[config.mk]
export PLATFORM = sky130hd
export DESIGN_NAME = kummer_carry_sieve_element_unit_flat
export DESIGN_NICKNAME = d
export VERILOG_FILES = /design/src/rtl/core/kcs_pkg.sv /design/src/rtl/core/kcs_if.sv /design/src/rtl/core/kcs_divider.sv /design/src/rtl/core/kcs_datapath.sv /design/src/rtl/core/kcs_ctrl.sv /design/src/rtl/core/kummer_carry_sieve_element_unit.sv /design/src/flat_wrapper.sv
export VERILOG_INCLUDE_DIRS = /design/src /design/src/rtl/core
export SDC_FILE = /design/constraint.sdc
export NUM_CORES = 1
export LEC_CHECK = 0
export ABC_AREA = 1
export BUFFER_PORTS_ARGS = -buffer_cell sky130_fd_sc_hd__clkbuf_2
export CAP_MARGIN = 40
export CORE_AREA = 2 2 230 232
export CTS_CLUSTER_SIZE = 28
export DETAILED_ROUTE_END_ITERATION = 10
export DIE_AREA = 0 0 232 234
export GPL_TIMING_DRIVEN = 0
export PLACE_DENSITY = 0.71
export SKIP_CTS_REPAIR_TIMING = 1
export SYNTH_ARGS = -nofsm -noshare
export SYNTH_HDL_FRONTEND = slang
export SYNTH_SLANG_ARGS = --single-unit
export TNS_END_PERCENT = 20
[constraint.sdc]
create_clock -name clk_i -period 7.05 [get_ports clk_i]
set_input_delay 1.0575 -clock clk_i [delete_from_list [all_inputs] [get_ports clk_i]]
set_output_delay 1.0575 -clock clk_i [all_outputs]
set_load 0.02 [all_outputs]
[src/rtl/core/kummer_carry_sieve_element_unit_assert.svh]
// Assertion macros for the Kummer carry sieve element unit
`ifndef KUMMER_CARRY_SIEVE_ELEMENT_UNIT_ASSERT_SVH
`define KUMMER_CARRY_SIEVE_ELEMENT_UNIT_ASSERT_SVH

// Implication checked on every rising clock edge outside reset
`define KCS_ASSERT_IMPL(label, clk, rst_n, ante, cons) \
  label: assert property (@(posedge clk) disable iff (!rst_n) (ante) |-> (cons)) \
    else $error("kcs assertion failed");

// Next-cycle implication
`define KCS_ASSERT_NEXT(label, clk, rst_n, ante, cons) \
  label: assert property (@(posedge clk) disable iff (!rst_n) (ante) |=> (cons)) \
    else $error("kcs assertion failed");

`endif

[src/rtl/core/kcs_pkg.sv]
// Package: shared types and constants of the Kummer carry sieve element unit
package kcs_pkg;
  localparam int unsigned VW = 64;
  localparam int unsigned PW = 32;
  localparam int unsigned KW = 16;
  localparam int unsigned CW = 7;

  typedef enum logic [3:0] {
    ST_IDLE, ST_CHECK, ST_DIV, ST_NU, ST_DIG, ST_REM1, ST_STRIP, ST_OUT
  } state_e;

  // Divider operand selects; SRC_Q feeds the quotient just produced
  typedef enum logic [1:0] {
    SRC_C, SRC_T, SRC_REM, SRC_Q
  } src_e;

  // Controller to datapath
  typedef struct packed {
    logic   load;
    logic   div_start;
    src_e   div_src;
    logic   take_q;
    logic   nu_inc;
    logic   dig_step;
    logic   set_out_pass;
    logic   set_out_kill;
    logic   set_out_t;
    logic   set_out_q;
  } cmd_t;

  // Datapath to controller
  typedef struct packed {
    logic vin;
    logic p_ok;
    logic test_on;
    logic c_small;
    logic c_lt_p;
    logic div_done;
    logic rem_zero;
    logic t_zero;
    logic q_zero;
    logic over;
  } sts_t;
endpackage

[src/rtl/core/kcs_if.sv]
// Interfaces: input and result channels
interface kcs_in_if;
  logic                       valid;
  logic                       ready;
  logic [kcs_pkg::PW-1:0]     prime;
  logic [kcs_pkg::VW-1:0]     multiple_index;
  logic [kcs_pkg::VW-1:0]     remainder;
  logic                       in_valid;
  modport source (output valid, prime, multiple_index, remainder, in_valid, input ready);
  modport sink (input valid, prime, multiple_index, remainder, in_valid, output ready);
endinterface

interface kcs_out_if;
  logic                   valid;
  logic                   ready;
  logic                   out_valid;
  logic [kcs_pkg::VW-1:0] out_remainder;
  modport source (output valid, out_valid, out_remainder, input ready);
  modport sink (input valid, out_valid, out_remainder, output ready);
endinterface

[src/rtl/core/kcs_divider.sv]
// Restoring radix-2 divider: 64-bit dividend by 32-bit divisor, one bit per cycle
module kcs_divider (
  input  logic                   clk_i,
  input  logic                   rst_ni,
  input  logic                   start_i,
  input  logic [kcs_pkg::VW-1:0] dividend_i,
  input  logic [kcs_pkg::PW-1:0] divisor_i,
  output logic                   done_o,
  output logic [kcs_pkg::VW-1:0] quot_o,
  output logic [kcs_pkg::PW-1:0] rem_o
);
  logic [kcs_pkg::CW-1:0]  cnt_q, cnt_d;
  logic                    busy_q, busy_d, done_q, done_d;
  logic [kcs_pkg::VW-1:0]  quot_q, quot_d;
  logic [kcs_pkg::PW:0]    rem_q, rem_d;
  logic [kcs_pkg::PW:0]    trial;
  logic [kcs_pkg::PW:0]    shifted;

  // One quotient bit per step
  always_comb begin
    shifted = {rem_q[kcs_pkg::PW-1:0], quot_q[kcs_pkg::VW-1]};
    trial   = shifted - {1'b0, divisor_i};
    busy_d  = busy_q;
    cnt_d   = cnt_q;
    quot_d  = quot_q;
    rem_d   = rem_q;
    done_d  = 1'b0;
    if (start_i) begin
      busy_d = 1'b1;
      cnt_d  = '0;
      quot_d = dividend_i;
      rem_d  = '0;
    end else if (busy_q) begin
      if (!trial[kcs_pkg::PW]) begin
        rem_d  = trial;
        quot_d = {quot_q[kcs_pkg::VW-2:0], 1'b1};
      end else begin
        rem_d  = shifted;
        quot_d = {quot_q[kcs_pkg::VW-2:0], 1'b0};
      end
      cnt_d = cnt_q + 1'b1;
      if (cnt_q == kcs_pkg::CW'(kcs_pkg::VW - 1)) begin
        busy_d = 1'b0;
        done_d = 1'b1;
      end
    end
  end

  always_ff @(posedge clk_i or negedge rst_ni) begin
    if (!rst_ni) begin
      busy_q <= 1'b0;
      done_q <= 1'b0;
      cnt_q  <= '0;
    end else begin
      busy_q <= busy_d;
      done_q <= done_d;
      cnt_q  <= cnt_d;
    end
  end

  always_ff @(posedge clk_i) begin
    quot_q <= quot_d;
    rem_q  <= rem_d;
  end

  assign done_o = done_q;
  assign quot_o = quot_q;
  assign rem_o  = rem_q[kcs_pkg::PW-1:0];
endmodule

[src/rtl/core/kcs_datapath.sv]
// Datapath: operand registers, shared divider, valuation and carry counters
module kcs_datapath (
  input  logic                   clk_i,
  input  logic                   rst_ni,
  input  kcs_pkg::cmd_t          cmd_i,
  output kcs_pkg::sts_t          sts_o,
  input  logic [kcs_pkg::KW-1:0] k_i,
  input  logic [kcs_pkg::PW-1:0] prime_i,
  input  logic [kcs_pkg::VW-1:0] c_i,
  input  logic [kcs_pkg::VW-1:0] rem_i,
  input  logic                   vin_i,
  output logic                   out_valid_o,
  output logic [kcs_pkg::VW-1:0] out_rem_o
);
  logic [kcs_pkg::PW-1:0] p_q;
  logic [kcs_pkg::VW-1:0] c_q, rem_q, t_q, orem_q, dvd;
  logic                   vin_q, ov_q, carry_q;
  logic [kcs_pkg::CW-1:0] nu_q, car_q;
  logic                   done;
  logic [kcs_pkg::VW-1:0] quot;
  logic [kcs_pkg::PW-1:0] drem;
  logic [kcs_pkg::PW:0]   d2;
  logic                   dig_cy;

  // Dividend select
  always_comb begin
    case (cmd_i.div_src)
      kcs_pkg::SRC_C:   dvd = c_q;
      kcs_pkg::SRC_REM: dvd = rem_q;
      kcs_pkg::SRC_Q:   dvd = quot;
      default:          dvd = t_q;
    endcase
  end

  kcs_divider u_div (
    .clk_i, .rst_ni, .start_i(cmd_i.div_start), .dividend_i(dvd),
    .divisor_i(p_q), .done_o(done), .quot_o(quot), .rem_o(drem)
  );

  // Doubled digit plus incoming carry against p
  assign d2     = {drem, 1'b0} + {{kcs_pkg::PW{1'b0}}, carry_q};
  assign dig_cy = d2 >= {1'b0, p_q};

  // Operand and counter registers
  always_ff @(posedge clk_i or negedge rst_ni) begin
    if (!rst_ni) begin
      p_q     <= '0;
      c_q     <= '0;
      rem_q   <= '0;
      vin_q   <= 1'b0;
      t_q     <= '0;
      nu_q    <= '0;
      car_q   <= '0;
      carry_q <= 1'b0;
      ov_q    <= 1'b0;
      orem_q  <= '0;
    end else begin
      if (cmd_i.load) begin
        p_q     <= prime_i;
        c_q     <= c_i;
        rem_q   <= rem_i;
        vin_q   <= vin_i;
        t_q     <= c_i;
        nu_q    <= '0;
        car_q   <= '0;
        carry_q <= 1'b0;
      end
      if (cmd_i.take_q) t_q <= quot;
      if (cmd_i.nu_inc) nu_q <= nu_q + 1'b1;
      if (cmd_i.dig_step) begin
        if (dig_cy) begin
          car_q   <= car_q + 1'b1;
          carry_q <= 1'b1;
        end else begin
          carry_q <= 1'b0;
        end
      end
      if (cmd_i.set_out_pass) begin
        ov_q <= vin_q; orem_q <= rem_q;
      end
      if (cmd_i.set_out_kill) begin
        ov_q <= 1'b0; orem_q <= rem_q;
      end
      if (cmd_i.set_out_t) begin
        ov_q <= 1'b1; orem_q <= t_q;
      end
      if (cmd_i.set_out_q) begin
        ov_q <= 1'b1; orem_q <= quot;
      end
    end
  end

  // Status toward the controller; over counts the carry of the digit at hand
  always_comb begin
    sts_o.vin      = vin_q;
    sts_o.p_ok     = p_q >= kcs_pkg::PW'(2);
    sts_o.test_on  = {1'b0, p_q} > {{(kcs_pkg::PW-kcs_pkg::KW){1'b0}}, k_i, 1'b0};
    sts_o.c_small  = c_q < kcs_pkg::VW'(({1'b0, p_q} + 33'd1) >> 1);
    sts_o.c_lt_p   = c_q < kcs_pkg::VW'(p_q);
    sts_o.div_done = done;
    sts_o.rem_zero = drem == '0;
    sts_o.t_zero   = t_q == '0;
    sts_o.q_zero   = quot == '0;
    sts_o.over     = ({1'b0, car_q} + {{kcs_pkg::CW{1'b0}}, dig_cy}) > {1'b0, nu_q};
  end

  assign out_valid_o = ov_q;
  assign out_rem_o   = orem_q;
endmodule

[src/rtl/core/kcs_ctrl.sv]
// Controller: sequences the carry test and the stripping over the shared divider
module kcs_ctrl (
  input  logic          clk_i,
  input  logic          rst_ni,
  input  logic          in_valid_i,
  output logic          in_ready_o,
  output logic          out_valid_o,
  input  logic          out_ready_i,
  output kcs_pkg::cmd_t cmd_o,
  input  kcs_pkg::sts_t sts_i
);
  `include "kummer_carry_sieve_element_unit_assert.svh"

  kcs_pkg::state_e st_q, st_d;
  kcs_pkg::state_e ret_q, ret_d;
  logic            oval_q, oval_d;

  // Next state
  always_comb begin
    st_d   = st_q;
    ret_d  = ret_q;
    oval_d = oval_q;
    if (oval_q && out_ready_i) oval_d = 1'b0;
    case (st_q)
      kcs_pkg::ST_IDLE: if (in_valid_i && !oval_q) st_d = kcs_pkg::ST_CHECK;
      kcs_pkg::ST_CHECK: begin
        if (!sts_i.vin || !sts_i.p_ok) st_d = kcs_pkg::ST_OUT;
        else if (!sts_i.test_on) begin
          st_d = kcs_pkg::ST_DIV; ret_d = kcs_pkg::ST_REM1;
        end else if (sts_i.c_small) st_d = kcs_pkg::ST_OUT;
        else if (sts_i.c_lt_p) begin
          st_d = kcs_pkg::ST_DIV; ret_d = kcs_pkg::ST_REM1;
        end else if (sts_i.t_zero) begin
          st_d = kcs_pkg::ST_OUT;
        end else begin
          st_d = kcs_pkg::ST_DIV; ret_d = kcs_pkg::ST_NU;
        end
      end
      kcs_pkg::ST_DIV: if (sts_i.div_done) st_d = ret_q;
      kcs_pkg::ST_NU: begin
        if (sts_i.rem_zero) st_d = kcs_pkg::ST_DIV;
        else begin
          st_d = kcs_pkg::ST_DIV; ret_d = kcs_pkg::ST_DIG;
        end
      end
      kcs_pkg::ST_DIG: begin
        if (sts_i.over) begin
          st_d = kcs_pkg::ST_DIV; ret_d = kcs_pkg::ST_REM1;
        end else if (sts_i.q_zero) st_d = kcs_pkg::ST_OUT;
        else st_d = kcs_pkg::ST_DIV;
      end
      kcs_pkg::ST_REM1: begin
        if (sts_i.q_zero) st_d = kcs_pkg::ST_OUT;
        else begin
          st_d = kcs_pkg::ST_DIV; ret_d = kcs_pkg::ST_STRIP;
        end
      end
      kcs_pkg::ST_STRIP: begin
        if (sts_i.rem_zero) st_d = kcs_pkg::ST_DIV;
        else st_d = kcs_pkg::ST_OUT;
      end
      kcs_pkg::ST_OUT: begin
        st_d   = kcs_pkg::ST_IDLE;
        oval_d = 1'b1;
      end
      default: st_d = kcs_pkg::ST_IDLE;
    endcase
  end

  // Outputs
  always_comb begin
    cmd_o = '0;
    cmd_o.div_src = kcs_pkg::SRC_T;
    in_ready_o = (st_q == kcs_pkg::ST_IDLE) && !oval_q;
    cmd_o.load = in_ready_o && in_valid_i;
    case (st_q)
      kcs_pkg::ST_CHECK: begin
        if (!sts_i.vin || !sts_i.p_ok || !sts_i.test_on) cmd_o.set_out_pass = 1'b1;
        if (!sts_i.vin || !sts_i.p_ok) begin
        end else if (!sts_i.test_on || (!sts_i.c_small && sts_i.c_lt_p)) begin
          cmd_o.div_start = 1'b1; cmd_o.div_src = kcs_pkg::SRC_REM;
        end else if (sts_i.c_small || sts_i.t_zero) begin
          cmd_o.set_out_kill = 1'b1;
        end else begin
          cmd_o.div_start = 1'b1; cmd_o.div_src = kcs_pkg::SRC_C;
        end
      end
      // Factor p out of c, or redo the division of t for its lowest digit
      kcs_pkg::ST_NU: begin
        cmd_o.div_start = 1'b1;
        if (sts_i.rem_zero) begin
          cmd_o.take_q = 1'b1; cmd_o.nu_inc = 1'b1; cmd_o.div_src = kcs_pkg::SRC_Q;
        end
      end
      // One digit of the doubling: survive, fail on the last digit, or go on
      kcs_pkg::ST_DIG: begin
        cmd_o.dig_step = 1'b1;
        if (sts_i.over) begin
          cmd_o.div_start = 1'b1; cmd_o.div_src = kcs_pkg::SRC_REM;
        end else if (sts_i.q_zero) begin
          cmd_o.set_out_kill = 1'b1;
        end else begin
          cmd_o.take_q    = 1'b1;
          cmd_o.div_start = 1'b1;
          cmd_o.div_src   = kcs_pkg::SRC_Q;
        end
      end
      kcs_pkg::ST_REM1: begin
        if (sts_i.q_zero) cmd_o.set_out_q = 1'b1;
        else begin
          cmd_o.take_q    = 1'b1;
          cmd_o.div_start = 1'b1;
          cmd_o.div_src   = kcs_pkg::SRC_Q;
        end
      end
      kcs_pkg::ST_STRIP: begin
        if (sts_i.rem_zero) begin
          cmd_o.take_q    = 1'b1;
          cmd_o.div_start = 1'b1;
          cmd_o.div_src   = kcs_pkg::SRC_Q;
        end else cmd_o.set_out_t = 1'b1;
      end
      default: begin
      end
    endcase
  end

  always_ff @(posedge clk_i or negedge rst_ni) begin
    if (!rst_ni) begin
      st_q   <= kcs_pkg::ST_IDLE;
      ret_q  <= kcs_pkg::ST_IDLE;
      oval_q <= 1'b0;
    end else begin
      st_q   <= st_d;
      ret_q  <= ret_d;
      oval_q <= oval_d;
    end
  end

  assign out_valid_o = oval_q;

  `KCS_ASSERT_IMPL(a_no_accept_busy, clk_i, rst_ni, st_q != kcs_pkg::ST_IDLE, !in_ready_o)
  `KCS_ASSERT_NEXT(a_out_hold, clk_i, rst_ni, oval_q && !out_ready_i, oval_q)
  `KCS_ASSERT_NEXT(a_load_check, clk_i, rst_ni, cmd_o.load, st_q == kcs_pkg::ST_CHECK)
endmodule

[src/rtl/core/kummer_carry_sieve_element_unit.sv]
// Top level: Kummer carry sieve element unit
//   channel   dir  payload
//   in_ch     in   prime, multiple_index, remainder, in_valid
//   out_ch    out  out_valid, out_remainder
//   cfg       in   cfg_we_i / cfg_wdata_i (run_length_k)
// Each pass runs through the shared one-bit-per-cycle divider (ST_DIV) up to the next
// decision; a pass-through or early kill is decided in ST_CHECK and shown via ST_OUT.
// A full carry test and strip takes up to about 130 passes.
// One item is worked at a time; a waiting result holds in_ch.ready low until taken.
// Reset is asynchronous and active low; run_length_k resets to 1.
module kummer_carry_sieve_element_unit (
  input  logic                   clk_i,
  input  logic                   rst_ni,
  input  logic                   cfg_we_i,
  input  logic [kcs_pkg::KW-1:0] cfg_wdata_i,
  kcs_in_if.sink                 in_ch,
  kcs_out_if.source              out_ch
);
  logic [kcs_pkg::KW-1:0] k_q;
  kcs_pkg::cmd_t          cmd;
  kcs_pkg::sts_t          sts;

  // Configuration register
  always_ff @(posedge clk_i or negedge rst_ni) begin
    if (!rst_ni) k_q <= kcs_pkg::KW'(1);
    else if (cfg_we_i) k_q <= cfg_wdata_i;
  end

  kcs_ctrl u_ctrl (
    .clk_i, .rst_ni, .in_valid_i(in_ch.valid), .in_ready_o(in_ch.ready),
    .out_valid_o(out_ch.valid), .out_ready_i(out_ch.ready), .cmd_o(cmd), .sts_i(sts)
  );

  kcs_datapath u_dp (
    .clk_i, .rst_ni, .cmd_i(cmd), .sts_o(sts), .k_i(k_q),
    .prime_i(in_ch.prime), .c_i(in_ch.multiple_index), .rem_i(in_ch.remainder),
    .vin_i(in_ch.in_valid), .out_valid_o(out_ch.out_valid),
    .out_rem_o(out_ch.out_remainder)
  );
endmodule

[src/flat_wrapper.sv]
// flat-port wrapper written by rule: the top's interface ports become plain ports
module kummer_carry_sieve_element_unit_flat 
  (clk_i, rst_ni, cfg_we_i, cfg_wdata_i, in_ch_valid, in_ch_prime, in_ch_multiple_index, in_ch_remainder, in_ch_in_valid, in_ch_ready, out_ch_valid, out_ch_out_valid, out_ch_out_remainder, out_ch_ready);
  kcs_in_if in_ch_i ();
  kcs_out_if out_ch_i ();
  input  logic clk_i;
  input  logic rst_ni;
  input  logic cfg_we_i;
  input  logic [kcs_pkg::KW-1:0] cfg_wdata_i;
  input wire logic [$bits(in_ch_i.valid)-1:0] in_ch_valid;
  input wire logic [$bits(in_ch_i.prime)-1:0] in_ch_prime;
  input wire logic [$bits(in_ch_i.multiple_index)-1:0] in_ch_multiple_index;
  input wire logic [$bits(in_ch_i.remainder)-1:0] in_ch_remainder;
  input wire logic [$bits(in_ch_i.in_valid)-1:0] in_ch_in_valid;
  output wire logic [$bits(in_ch_i.ready)-1:0] in_ch_ready;
  output wire logic [$bits(out_ch_i.valid)-1:0] out_ch_valid;
  output wire logic [$bits(out_ch_i.out_valid)-1:0] out_ch_out_valid;
  output wire logic [$bits(out_ch_i.out_remainder)-1:0] out_ch_out_remainder;
  input wire logic [$bits(out_ch_i.ready)-1:0] out_ch_ready;
  assign in_ch_i.valid = in_ch_valid;
  assign in_ch_i.prime = in_ch_prime;
  assign in_ch_i.multiple_index = in_ch_multiple_index;
  assign in_ch_i.remainder = in_ch_remainder;
  assign in_ch_i.in_valid = in_ch_in_valid;
  assign in_ch_ready = in_ch_i.ready;
  assign out_ch_valid = out_ch_i.valid;
  assign out_ch_out_valid = out_ch_i.out_valid;
  assign out_ch_out_remainder = out_ch_i.out_remainder;
  assign out_ch_i.ready = out_ch_ready;
  kummer_carry_sieve_element_unit u_core (.clk_i(clk_i), .rst_ni(rst_ni), .cfg_we_i(cfg_we_i), .cfg_wdata_i(cfg_wdata_i), .in_ch(in_ch_i), .out_ch(out_ch_i));
endmodule
Word level (Yosys, flattened, before mapping)
Index checks and enable logic that the tools add are counted.
{"block": "word_totals", "ff_bits": 435, "input_bits": 182, "output_inout_bits": 67, "wordCells": 156}
{"block": "classes", "n_addsub": 7, "magnitude_cmp": 6, "n_eq_ne": 19, "mux": 76, "reduce_logical": 29}
{"op": "two-way mux 64 bit", "n": 8}
{"op": "one-hot mux 64 bit (3 select lines)", "n": 1}
{"op": "logical NOT 64 bit", "n": 2}
{"op": "less-than comparator 64 x 32 -> 1 bit", "n": 2}
{"op": "two-way mux 4 bit", "n": 13}
{"op": "two-way mux 7 bit", "n": 7}
{"op": "two-way mux 3 bit", "n": 12}
{"op": "adder 32 x 1 -> 33 bit, second input constant", "n": 1}
{"op": "adder 33 x 1 -> 33 bit", "n": 1}
{"op": "greater-or-equal comparator 33 x 32 -> 1 bit", "n": 1}
{"op": "subtractor 33 x 32 -> 33 bit", "n": 1}
{"op": "greater-or-equal comparator 32 x 2 -> 1 bit, second input constant", "n": 1}
{"op": "greater-than comparator 32 x 17 -> 1 bit", "n": 1}
{"op": "logical NOT 32 bit", "n": 1}
{"op": "two-way mux 32 bit", "n": 1}
{"op": "two-way mux 1 bit", "n": 29}
{"op": "one-hot mux 4 bit (7 select lines)", "n": 1}
{"op": "adder 7 x 1 -> 7 bit, second input constant", "n": 3}
{"op": "== test 4 x 3 -> 1 bit, second input constant", "n": 4}
{"op": "one-hot mux 4 bit (4 select lines)", "n": 1}
{"op": "one-hot mux 3 bit (5 select lines)", "n": 1}
{"op": "inequality test 2 bit, second input constant", "n": 6}
{"op": "nonzero test 2 bit", "n": 5}
{"op": "adder 7 x 1 -> 8 bit", "n": 1}
{"op": "18 further kinds", "n": 33}

Logic depth before layout (Yosys ltp)
Gate-level depths: netlist of the first run.
{"block": "logic_depth", "ltp_word": 11, "depth_mapped": 31, "ltp_nobuf": 29}

Cells and area by module
A second synthesis of the first run with hierarchy kept.
{"block": "unflattened", "hier_cells": 3846, "area_unflattened_um2": 27350.0}
{"mod": "kcs_datapath", "n_inst": 1, "cells_each": 2524, "area_each_um2": 18595.3, "seq_area_each_um2": 7632.3}
{"mod": "kcs_divider", "n_inst": 1, "cells_each": 1154, "area_each_um2": 7516.0, "seq_area_each_um2": 2787.7}
{"mod": "kummer_carry_sieve_element_unit", "n_inst": 1, "cells_each": 68, "area_each_um2": 645.6, "seq_area_each_um2": 401.6}
{"mod": "kcs_ctrl", "n_inst": 1, "cells_each": 100, "area_each_um2": 593.1, "seq_area_each_um2": 175.2}

Worst setup path after synthesis of the first run
OpenSTA, ideal clock, no wires.
{"block": "synth_path", "path_type": "reg2reg", "from": "reg u_core.u_dp.p_q[17] (netlist bit)", "to": "reg u_core.u_dp.u_div.quot_q, in the netlist u_core.u_dp.u_div.quot_o[0] (enable)", "setup_time_ns": 0.486, "t_arrival_ns": 6.296, "t_required_ns": 6.564, "setup_slack_ns": 0.268, "stages_incl_launch_ff": 28, "path_buffers": 2, "period_less_slack_ns": 6.782, "path_cell_list": "dfrtp_1 clkbuf_1 inv_1 ha_1 nand2_1 nor2_1 nand2_1 nor2_1 nand2_1 o211ai_2 ha_1 ha_1 nand2_1 xnor2_1 ha_1 nand2_1 nor2_1 nand2_1 nand3_2 nand2_1 nand2_1 nand2_1 nand2_1 nor2_1 nand2_1 nor2_2 buf_2 nor2_1"}
{"block": "synth_between", "elab_chain_len": 11, "elab_cells_between_ends": 24, "cone_classes": "2 x add/sub; 6 x order compare; 2 x eq/ne; 5 x mux; 9 x reduce/logical"}
{"element": "from (decl)", "line_no": "kcs_datapath.sv:15", "source": "logic [kcs_pkg::PW-1:0] p_q;"}
{"element": "from (signal assigned)", "line_no": "kcs_datapath.sv:59", "source": "p_q <= prime_i;"}
{"element": "adder 32 x 1 -> 33 bit", "line_no": "kcs_datapath.sv:98", "source": "sts_o.c_small = c_q < kcs_pkg::VW'(({1'b0, p_q} + 33'd1) >> 1);"}
{"element": "less-than comparator 64 x 32 -> 1 bit", "line_no": "kcs_datapath.sv:98"}
{"element": "logical NOT 1 bit", "line_no": "kcs_ctrl.sv:80", "source": "end else if (!sts_i.test_on || (!sts_i.c_small && sts_i.c_lt_p)) begin"}
{"element": "logical AND 1 bit", "line_no": "kcs_ctrl.sv:80"}
{"element": "logical OR 1 bit", "line_no": "kcs_ctrl.sv:80"}
{"element": "two-way mux 3 bit", "line_no": "kcs_ctrl.sv:80"}
{"element": "two-way mux 3 bit", "line_no": "kcs_ctrl.sv:79", "source": "if (!sts_i.vin || !sts_i.p_ok) begin"}
{"element": "one-hot mux 3 bit (5 select lines) (*)", "line_no": "kcs_ctrl.sv:76", "source": "case (st_q)"}
{"element": "== test 2 bit", "line_no": "kcs_datapath.sv:27", "source": "case (cmd_i.div_src)"}
{"element": "inequality test 2 bit (no source line)"}
{"element": "AND reduction 2 bit (no source line) (*)"}
{"element": "to (signal assigned)", "line_no": "kcs_divider.sv:62", "source": "quot_q <= quot_d;"}
{"element": "to (decl)", "line_no": "kcs_divider.sv:14", "source": "logic [kcs_pkg::VW-1:0] quot_q, quot_d;"}
Mark *: on every way between the ends. The rest lies on a longest branch, timed or not.
A chain may end at the register's enable or synchronous reset.

Worst setup path after layout of the first run
{"block": "layout_path", "from": "reg u_core.u_dp.p_q[12] (netlist bit)", "to": "reg u_core.u_dp.u_div.quot_q, in the netlist u_core.u_dp.u_div.quot_o[3], data pin"}
{"block": "layout_between", "elab_chain_len": 11, "elab_cells_between_ends": 25, "cone_classes": "2 x add/sub; 6 x order compare; 2 x eq/ne; 7 x mux; 8 x reduce/logical"}
{"element": "adder 32 x 1 -> 33 bit", "line_no": "kcs_datapath.sv:98"}
{"element": "less-than comparator 64 x 32 -> 1 bit", "line_no": "kcs_datapath.sv:98"}
{"element": "logical NOT 1 bit", "line_no": "kcs_ctrl.sv:80"}
{"element": "logical AND 1 bit", "line_no": "kcs_ctrl.sv:80"}
{"element": "logical OR 1 bit", "line_no": "kcs_ctrl.sv:80"}
{"element": "two-way mux 3 bit", "line_no": "kcs_ctrl.sv:80"}
{"element": "two-way mux 3 bit", "line_no": "kcs_ctrl.sv:79"}
{"element": "one-hot mux 3 bit (5 select lines) (*)", "line_no": "kcs_ctrl.sv:76"}
{"element": "== test 2 bit / logical NOT 2 bit (equally long branches)", "line_no": "kcs_datapath.sv:27"}
{"element": "one-hot mux 64 bit (3 select lines)", "line_no": "kcs_datapath.sv:27"}
{"element": "two-way mux 64 bit (*)", "line_no": "kcs_divider.sv:28", "source": "if (start_i) begin"}
{"element": "named net u_core.u_dp.u_div.quot_d (one bit)", "line_no": "kcs_divider.sv:14"}
Mark *: on every way through the listed nets, which the timed path passes. The rest lies on a longest branch.

==> results of run 1 <==
==> worst paths after layout <==
check,startpoint,to,slack [ns],depth (start not counted)
max in group asynchronous,rst_ni,u_core.u_dp.out_rem_o[26]$_DFFE_PN0P_,5.17,3
worst max-delay path,u_core.u_dp.p_q[12]$_DFFE_PN0P_,u_core.u_dp.u_div.quot_o[3]$_DFFE_PP_,0.76,25
min in group asynchronous,rst_ni,u_core.k_q[11]$_DFFE_PN0P_,0.52,1
worst min-delay path,u_core.u_ctrl.ret_q[0]$_DFFE_PN0P_,u_core.u_ctrl.ret_q[0]$_DFFE_PN0P_,0.49,2
worst max register to register,u_core.u_dp.p_q[12]$_DFFE_PN0P_,u_core.u_dp.u_div.quot_o[3]$_DFFE_PP_,0.76,25
worst min register to register,u_core.u_ctrl.ret_q[0]$_DFFE_PN0P_,u_core.u_ctrl.ret_q[0]$_DFFE_PN0P_,0.49,2
==> cells in the mapped netlist, drive strengths merged <==
cell | instances | share of area
nor2 | 533 | 0.078
mux2 | 1 | 0.00044
a31oi | 5 | 0.0012
o31ai | 1 | 0.00029
a211oi | 1 | 0.00029
nand4 | 161 | 0.040
xnor2 | 18 | 0.0062
o22ai | 6 | 0.0017
dfxtp | 32 | 0.025
ha | 125 | 0.061
o32ai | 1 | 0.00034
o21a | 4 | 0.0012
a21boi | 2 | 0.00073
nand2 | 880 | 0.13
nor3 | 42 | 0.0092
dfrtp | 336 | 0.33
nor4 | 39 | 0.0098
and3 | 2 | 0.00049
a32o | 1 | 0.00039
buf | 104 | 0.024
o21ai | 256 | 0.050
edfxtp | 64 | 0.075
clkbuf | 85 | 0.012
o211ai | 29 | 0.0087
xor2 | 39 | 0.013
fa | 1 | 0.00078
nor3b | 2 | 0.00078
nand3 | 109 | 0.022
o21bai | 4 | 0.0012
or2 | 2 | 0.00049
inv | 228 | 0.033
dfstp | 1 | 0.0010
a21o | 3 | 0.00088
a21oi | 308 | 0.060
nor4b | 1 | 0.00034
nand3b | 3 | 0.00088
o311ai | 1 | 0.00034
==> per-stage QoR <==
| stage | TNS, ns | total power (W) | cell area, um2 |
|---|---|---|---|
| global placement | -1119.40 | 0.00274 | 27700 |
| finish | 0 | 0.00532 | 29600 |
| global route | 0 | 0.00545 | 29600 |
| floorplan | 0 | 0.00261 | 25600 |
| detailed placement | 0 | 0.00274 | 27900 |
| CTS | 0 | 0.00534 | 29600 |
==> state kept, by name, summed over array words and instances, names as in the netlist <==
| register | count |
|---|---|
| u_core.u_dp.c_q | 64 |
| u_core.u_dp.out_rem_o | 64 |
| u_core.u_dp.rem_q | 64 |
| u_core.u_dp.t_q | 64 |
| u_core.u_dp.u_div.quot_o | 64 |
| u_core.u_dp.p_q | 32 |
| u_core.u_dp.u_div.rem_q | 32 |
| u_core.k_q | 16 |
| u_core.u_dp.car_q | 7 |
| u_core.u_dp.nu_q | 7 |
| u_core.u_dp.u_div.cnt_q | 7 |
| u_core.u_ctrl.ret_q | 3 |
| u_core.u_ctrl.st_q | 3 |
| u_core.u_ctrl.out_valid_o | 1 |
| u_core.u_dp.carry_q | 1 |
| u_core.u_dp.out_valid_o | 1 |
| u_core.u_dp.u_div.busy_q | 1 |
| u_core.u_dp.u_div.done_o | 1 |
| u_core.u_dp.vin_q | 1 |
==> cell type report <==
cell class / count / area (um2) / area share
inverter: 228 / 856 / 0.0289
clock buffer: 75 / 1450 / 0.0491
multi-input combinational: 2580 / 12800 / 0.433
antenna: 3 / 7.51 / 0.000254
timing repair buffer: 261 / 1480 / 0.0499
clock inverter: 16 / 185 / 0.00626
tap: 688 / 861 / 0.0291
buffer: 189 / 931 / 0.0315
sequential: 433 / 11000 / 0.372
==> kinds of logic (layout without fill, tap and decap cells) <==
family                   count (synthesis)  count (layout)  synth area share
flip-flops                             433             433             0.430
adder cells (fa/ha/maj)                126             126            0.0619
buffers and inverters                  417             769            0.0698
XOR/XNOR                                57              57            0.0195
other                                    0               3                 0
AO/OA/AOI/OAI                          622             622             0.128
multiplexers                             1               1          0.000440
AND/OR/NAND/NOR                       1774            1774             0.291
==> worst reg2reg max path: stages (launching register included) <==
cell	delay, ns
dfrtp_1	0.63
inv_1	0.26
ha_1	0.45
a21oi_1	0.27
o21ai_0	0.21
a21oi_1	0.16
nand2_1	0.10
a211oi_1	0.36
o211ai_2	0.33
ha_1	0.32
ha_1	0.23
nand2_1	0.09
xnor2_1	0.06
ha_1	0.30
nand2_1	0.05
nor2_1	0.17
nand2_1	0.09
nand3_2	0.09
a21boi_2	0.09
nor3_2	0.32
buf_2	0.39
buf_1	0.66
nand4_1	0.27
nand2_1	0.12
nor2_1	0.05
nor2_1	0.09
==> routing by layer <==
layer / vias up / track usage
li1: 12055 / -
met1: 12023 / 0.449
met2: 1125 / 0.492
met3: 213 / 0.0615
met4: 2 / 0.144
met5: - / 0
==> report_power, final <==
part / leakage (nW) / internal (W) / switching [W]
sequential: 4.71 / 0.00254 / 0.00000248
combinational: 9.46 / 0.0000544 / 0.0000985
clock: 0.806 / 0.00151 / 0.00113
==> flow_metrics.py, run 1 <==
metrics = {
    "cts": {
        "cts_num_sinks": 433,
        "cts_tree": "built",
        "clk_pin_slew_ns": 0.06,
        "clock_path_buffers": 3,
        "h-tree-depth": 2,
        "cts-root-buf": "clkbuf_16",
        "clkLatencyLatePin_ns": 0.63,
        "numCtsBuffers": 49,
    },
    "pwr": {
        "worst_ir_drop_vdd_mv": 0.183,
        "powerDensity_nw_per_um2": 180,
        "leakagePower_nw": 15.0,
    },
    "routing": {
        "ant_nets": 0,
        "drt_iter0_drc": 2740,
        "routed_wl_mm": 87.5,
        "wl_met1_mm": 37.7,
        "drc": 0,
        "highest_layer": "met5",
        "first_pass_iters": 6,
        "wl_per_cell_um": 19.6,
        "wl_met2_mm": 37.9,
        "viasPerCell": 5.68,
        "vias": 25418,
        "wl_met3_mm": 7.63,
    },
    "final_layout": {
        "fin_util": 0.569,
        "layout_common_cells": "nand2_1 (878), nor2_1 (530), dfrtp_1 (336), a21oi_1 (307), clkbuf_2 (247)",
        "layout-drive-gt1-share": 0.120,
        "fillers": 4989,
        "finalNonFillerCells": 4473,
        "syn_to_final_growth_pct": 15.6,
        "final_common_cell": "nand2_1",
        "nNetsFinal": 4050,
    },
    "die": {
        "io_pins": 249,
        "die_h_um": 234,
        "die_area_um2": 54300,
        "die_w_um": 232,
        "core_area_um2": 52000,
        "num_rows": 84,
        "start_util": 0.492,
    },
    "worst_setup_path": {
        "arrival_ns": 6.77,
        "path_delay_family": "compound AO/OA/AOI/OAI gates",
        "path_buf_inv": 3,
        "critPathCaptureType": "register",
        "critPathRequiredTime_ns": 7.52,
        "cp_common_cell": "nand2_1",
        "startpoint_type": "register",
        "path_class": "reg -> reg",
        "worst_path_largest_cell_delay_ns": 0.65,
        "critPathMaxFanout": 10,
        "slowest_stage": "buf_1",
    },
    "timing": {
        "rsz0062_at_grt": "false",
        "post-route-min-period_ns": 6.29,
        "layout_setup_ws_ns": 0.758,
        "final-hold-violation-count": 0,
        "setup_viol": 0,
        "whs_ns": 0.487,
        "clock.fmax_ghz": 0.159,
        "maxSlewViolCount": 0,
        "relSlewSlack": 0.329,
        "tightest_slew_ns": 0.998,
        "skew_ns": 0.0407,
        "min_period_over_period": 0.892,
    },
    "logic_synthesis": {
        "syn-cell-area_um2": 25600,
        "synth_nets": 3738,
        "avgSynthCellArea_um2": 7.46,
        "postSynthRegisterBits": 433,
        "synth_cell_types": 53,
        "netlist_instances": 3430,
        "ys_seq_area_frac": 0.430,
        "ys_warn_count": 0,
    },
    "placed_design": {
        "dp.cells": 4378,
        "dp_hpwl_mm": 66.7,
        "post-place-ws_ns": 0.972,
        "port_buffers": 248,
        "gp_congestion": 0.980,
    },
    "global_route": {
        "grt_pass1_wl_mm": 136,
        "overflow": 0,
        "grt_max_degree": 101,
        "antenna_found_initial": 4,
        "grt.total_usage": 0.323,
        "grt_pass1_vias": 24332,
    },
    "min_path": {
        "worstHoldPathType": "reg -> reg",
    },
    "flow_run": {
        "maxCapViolCount": 0,
    },
    "outcome": {
        "run_status": "finished clean",
    },
}
Note: power is estimated with default switching activity, not from simulation.
==> run 2, diff against run 1 <==
--- a/config.mk
+++ b/config.mk
@@ -9,12 +9,12 @@
 export ABC_AREA = 1
 export BUFFER_PORTS_ARGS = -buffer_cell sky130_fd_sc_hd__clkbuf_2
 export CAP_MARGIN = 40
-export CORE_AREA = 2 2 230 232
+export CORE_AREA = 2 2 228 230
 export CTS_CLUSTER_SIZE = 28
 export DETAILED_ROUTE_END_ITERATION = 10
-export DIE_AREA = 0 0 232 234
+export DIE_AREA = 0 0 230 232
 export GPL_TIMING_DRIVEN = 0
-export PLACE_DENSITY = 0.71
+export PLACE_DENSITY = 0.72
 export SKIP_CTS_REPAIR_TIMING = 1
 export SYNTH_ARGS = -nofsm -noshare
 export SYNTH_HDL_FRONTEND = slang
==> run 2 against run 1 <==
Sequential share of layout area shrank 0.15 points. Via count fell by 0.35%. Wire length decreased by 0.11%. Combinational power about the same. Flip-flop and latch count unchanged. Sequential power barely moved. Total power increased by 3.0%. Final cell count fell by 0.18%.
==> flow_metrics.py, run 2 (synthesis gave the netlist of run 1 again) <==
metrics = {
    "global_route": {
        "grt.total_usage": 0.327,
        "grt_pass1_vias": 24147,
        "overflow": 0,
        "grt_pass1_wl_mm": 136,
        "grt_max_degree": 104,
        "antenna_found_initial": 1,
    },
    "placed_design": {
        "dp_hpwl_mm": 66.7,
        "dp.cells": 4370,
        "port_buffers": 248,
        "gp_congestion": 0.950,
        "post-place-ws_ns": 0.689,
    },
    "timing": {
        "tightest_slew_ns": 0.969,
        "clock.fmax_ghz": 0.155,
        "setup_viol": 0,
        "whs_ns": 0.494,
        "rsz0062_at_grt": "false",
        "layout_setup_ws_ns": 0.579,
        "relSlewSlack": 0.349,
        "skew_ns": 0.0350,
        "fin_tns_setup_ns": 0,
        "post-route-min-period_ns": 6.47,
        "final-hold-violation-count": 0,
        "min_period_over_period": 0.918,
        "maxSlewViolCount": 0,
    },
    "pwr": {
        "power.total_w": 0.00548,
        "worst_ir_drop_vdd_mv": 0.179,
        "power.internal_w": 0.00424,
        "leakagePower_nw": 15.0,
        "comb_power_share": 0.028,
        "clockPowerShare": 0.509,
        "sw_frac_of_total": 0.227,
        "powerDensity_nw_per_um2": 185,
        "switchingPower_w": 0.00124,
        "p_seq_frac": 0.463,
    },
    "worst_setup_path": {
        "slowest_stage": "nor2_4",
        "arrival_ns": 6.78,
        "path_delay_family": "simple AND/OR/NAND/NOR gates",
        "cp_common_cell": "nand2_1",
        "critPathRequiredTime_ns": 7.36,
        "startpoint_type": "register",
        "worst_path_largest_cell_delay_ns": 0.59,
        "path_buf_inv": 5,
        "critPathCaptureType": "register",
        "path_class": "reg -> reg",
        "critPathMaxFanout": 24,
        "worst-r2r-cell-count": 29,
        "cp_num_cells": 29,
    },
    "min_path": {
        "hold_depth": 2,
        "worstHoldPathType": "reg -> reg",
    },
    "die": {
        "io_pins": 249,
        "die_area_um2": 53400,
        "num_rows": 83,
        "core_area_um2": 50900,
        "start_util": 0.503,
        "die_w_um": 230,
        "die_h_um": 232,
    },
    "routing": {
        "drc": 0,
        "wl_per_cell_um": 19.6,
        "ant_nets": 0,
        "viasPerCell": 5.67,
        "drt_iter0_drc": 2918,
        "first_pass_iters": 6,
        "routed_wl_mm": 87.4,
        "vias": 25330,
    },
    "final_layout": {
        "syn_to_final_growth_pct": 16.1,
        "final-seq-area_um2": 11000,
        "finalNonFillerCells": 4465,
        "final_common_cell": "nand2_1",
        "nNetsFinal": 4051,
        "layout-drive-gt1-share": 0.121,
        "layout_common_cells": "nand2_1 (878), nor2_1 (530), dfrtp_1 (336), a21oi_1 (307), clkbuf_2 (247)",
        "multiInputGateArea_um2": 12800,
        "fillers": 4885,
    },
    "cts": {
        "numCtsBuffers": 50,
        "clkLatencyLatePin_ns": 0.63,
        "cts-root-buf": "clkbuf_16",
        "clk_pin_slew_ns": 0.06,
        "h-tree-depth": 2,
        "clock_path_buffers": 3,
        "cts_tree": "built",
        "cts_num_sinks": 433,
    },
    "outcome": {
        "run_status": "finished clean",
    },
    "flow_run": {
        "maxCapViolCount": 0,
    },
}
[run 2: changes by cell type in the layout (fill, tap and decap cells not counted), moves of 2 or more]
cell / change
buf_12: -2
buf_16: +2
bufinv_16: +2
clkbuf_16: +3
clkinv_2: -2
clkinvlp_4: +2
diode_2: -2
[run 2: power groups by stage]
| stage | combinational (W) | sequential, W | clock, W |
|---|---|---|---|
| 3_3_place_gp | 0.000147 | 0.00259 | 0 |
| 2_1_floorplan | 0.0000274 | 0.00259 | 0 |
| 6_report | 0.000153 | 0.00254 | 0.00279 |
| 5_1_grt | 0.000169 | 0.00254 | 0.00292 |
| 3_5_place_dp | 0.000154 | 0.00259 | 0 |
| 4_1_cts | 0.000155 | 0.00254 | 0.00280 |
[run 2: through the flow]
step                 util  instance area [um2]
global route        0.584                29700
floorplan               -                25600
CTS                 0.584                29700
global placement    0.544                27700
detailed placement  0.549                27900
finish              0.584                29700
[run 2: worst paths after layout]
| check | startpoint | to | slack (ns) |
|---|---|---|---|
| setup / recovery | u_core.u_dp.p_q[17]$_DFFE_PN0P_ | u_core.u_dp.u_div.quot_o[24]$_DFFE_PP_ | 0.58 |
| hold / removal | u_core.u_ctrl.ret_q[0]$_DFFE_PN0P_ | u_core.u_ctrl.ret_q[0]$_DFFE_PN0P_ | 0.49 |
| setup reg to reg | u_core.u_dp.p_q[17]$_DFFE_PN0P_ | u_core.u_dp.u_div.quot_o[24]$_DFFE_PP_ | 0.58 |
| hold reg to reg | u_core.u_ctrl.ret_q[0]$_DFFE_PN0P_ | u_core.u_ctrl.ret_q[0]$_DFFE_PN0P_ | 0.49 |
| max in group asynchronous | rst_ni | u_core.u_dp.out_rem_o[35]$_DFFE_PN0P_ | 5.27 |
| min in group asynchronous | rst_ni | u_core.k_q[9]$_DFFE_PN0P_ | 0.52 |
[run 2: worst min-delay path, cell delays in order (launching register included)]
cell and delay (ns):
dfrtp_1 0.35, nand2_1 0.06, nand2_1 0.05
[run 2: area by class of cell]
cell class / instances / area share
sequential: 433 / 0.370
inverter: 228 / 0.0288
tap: 680 / 0.0286
clock inverter: 16 / 0.00800
buffer: 189 / 0.0313
antenna: 1 / 0.0000842
multi-input combinational: 2580 / 0.432
timing repair buffer: 261 / 0.0501
clock buffer: 77 / 0.0513
[run 2: per-layer routing]
layer,part of all wire,vias to the layer above,global-route usage
li1,-,12072,-
met1,0.43,11859,0.454
met2,0.43,1194,0.494
met4,0.046,0,0.147
met5,0,-,0
met3,0.092,205,0.0678
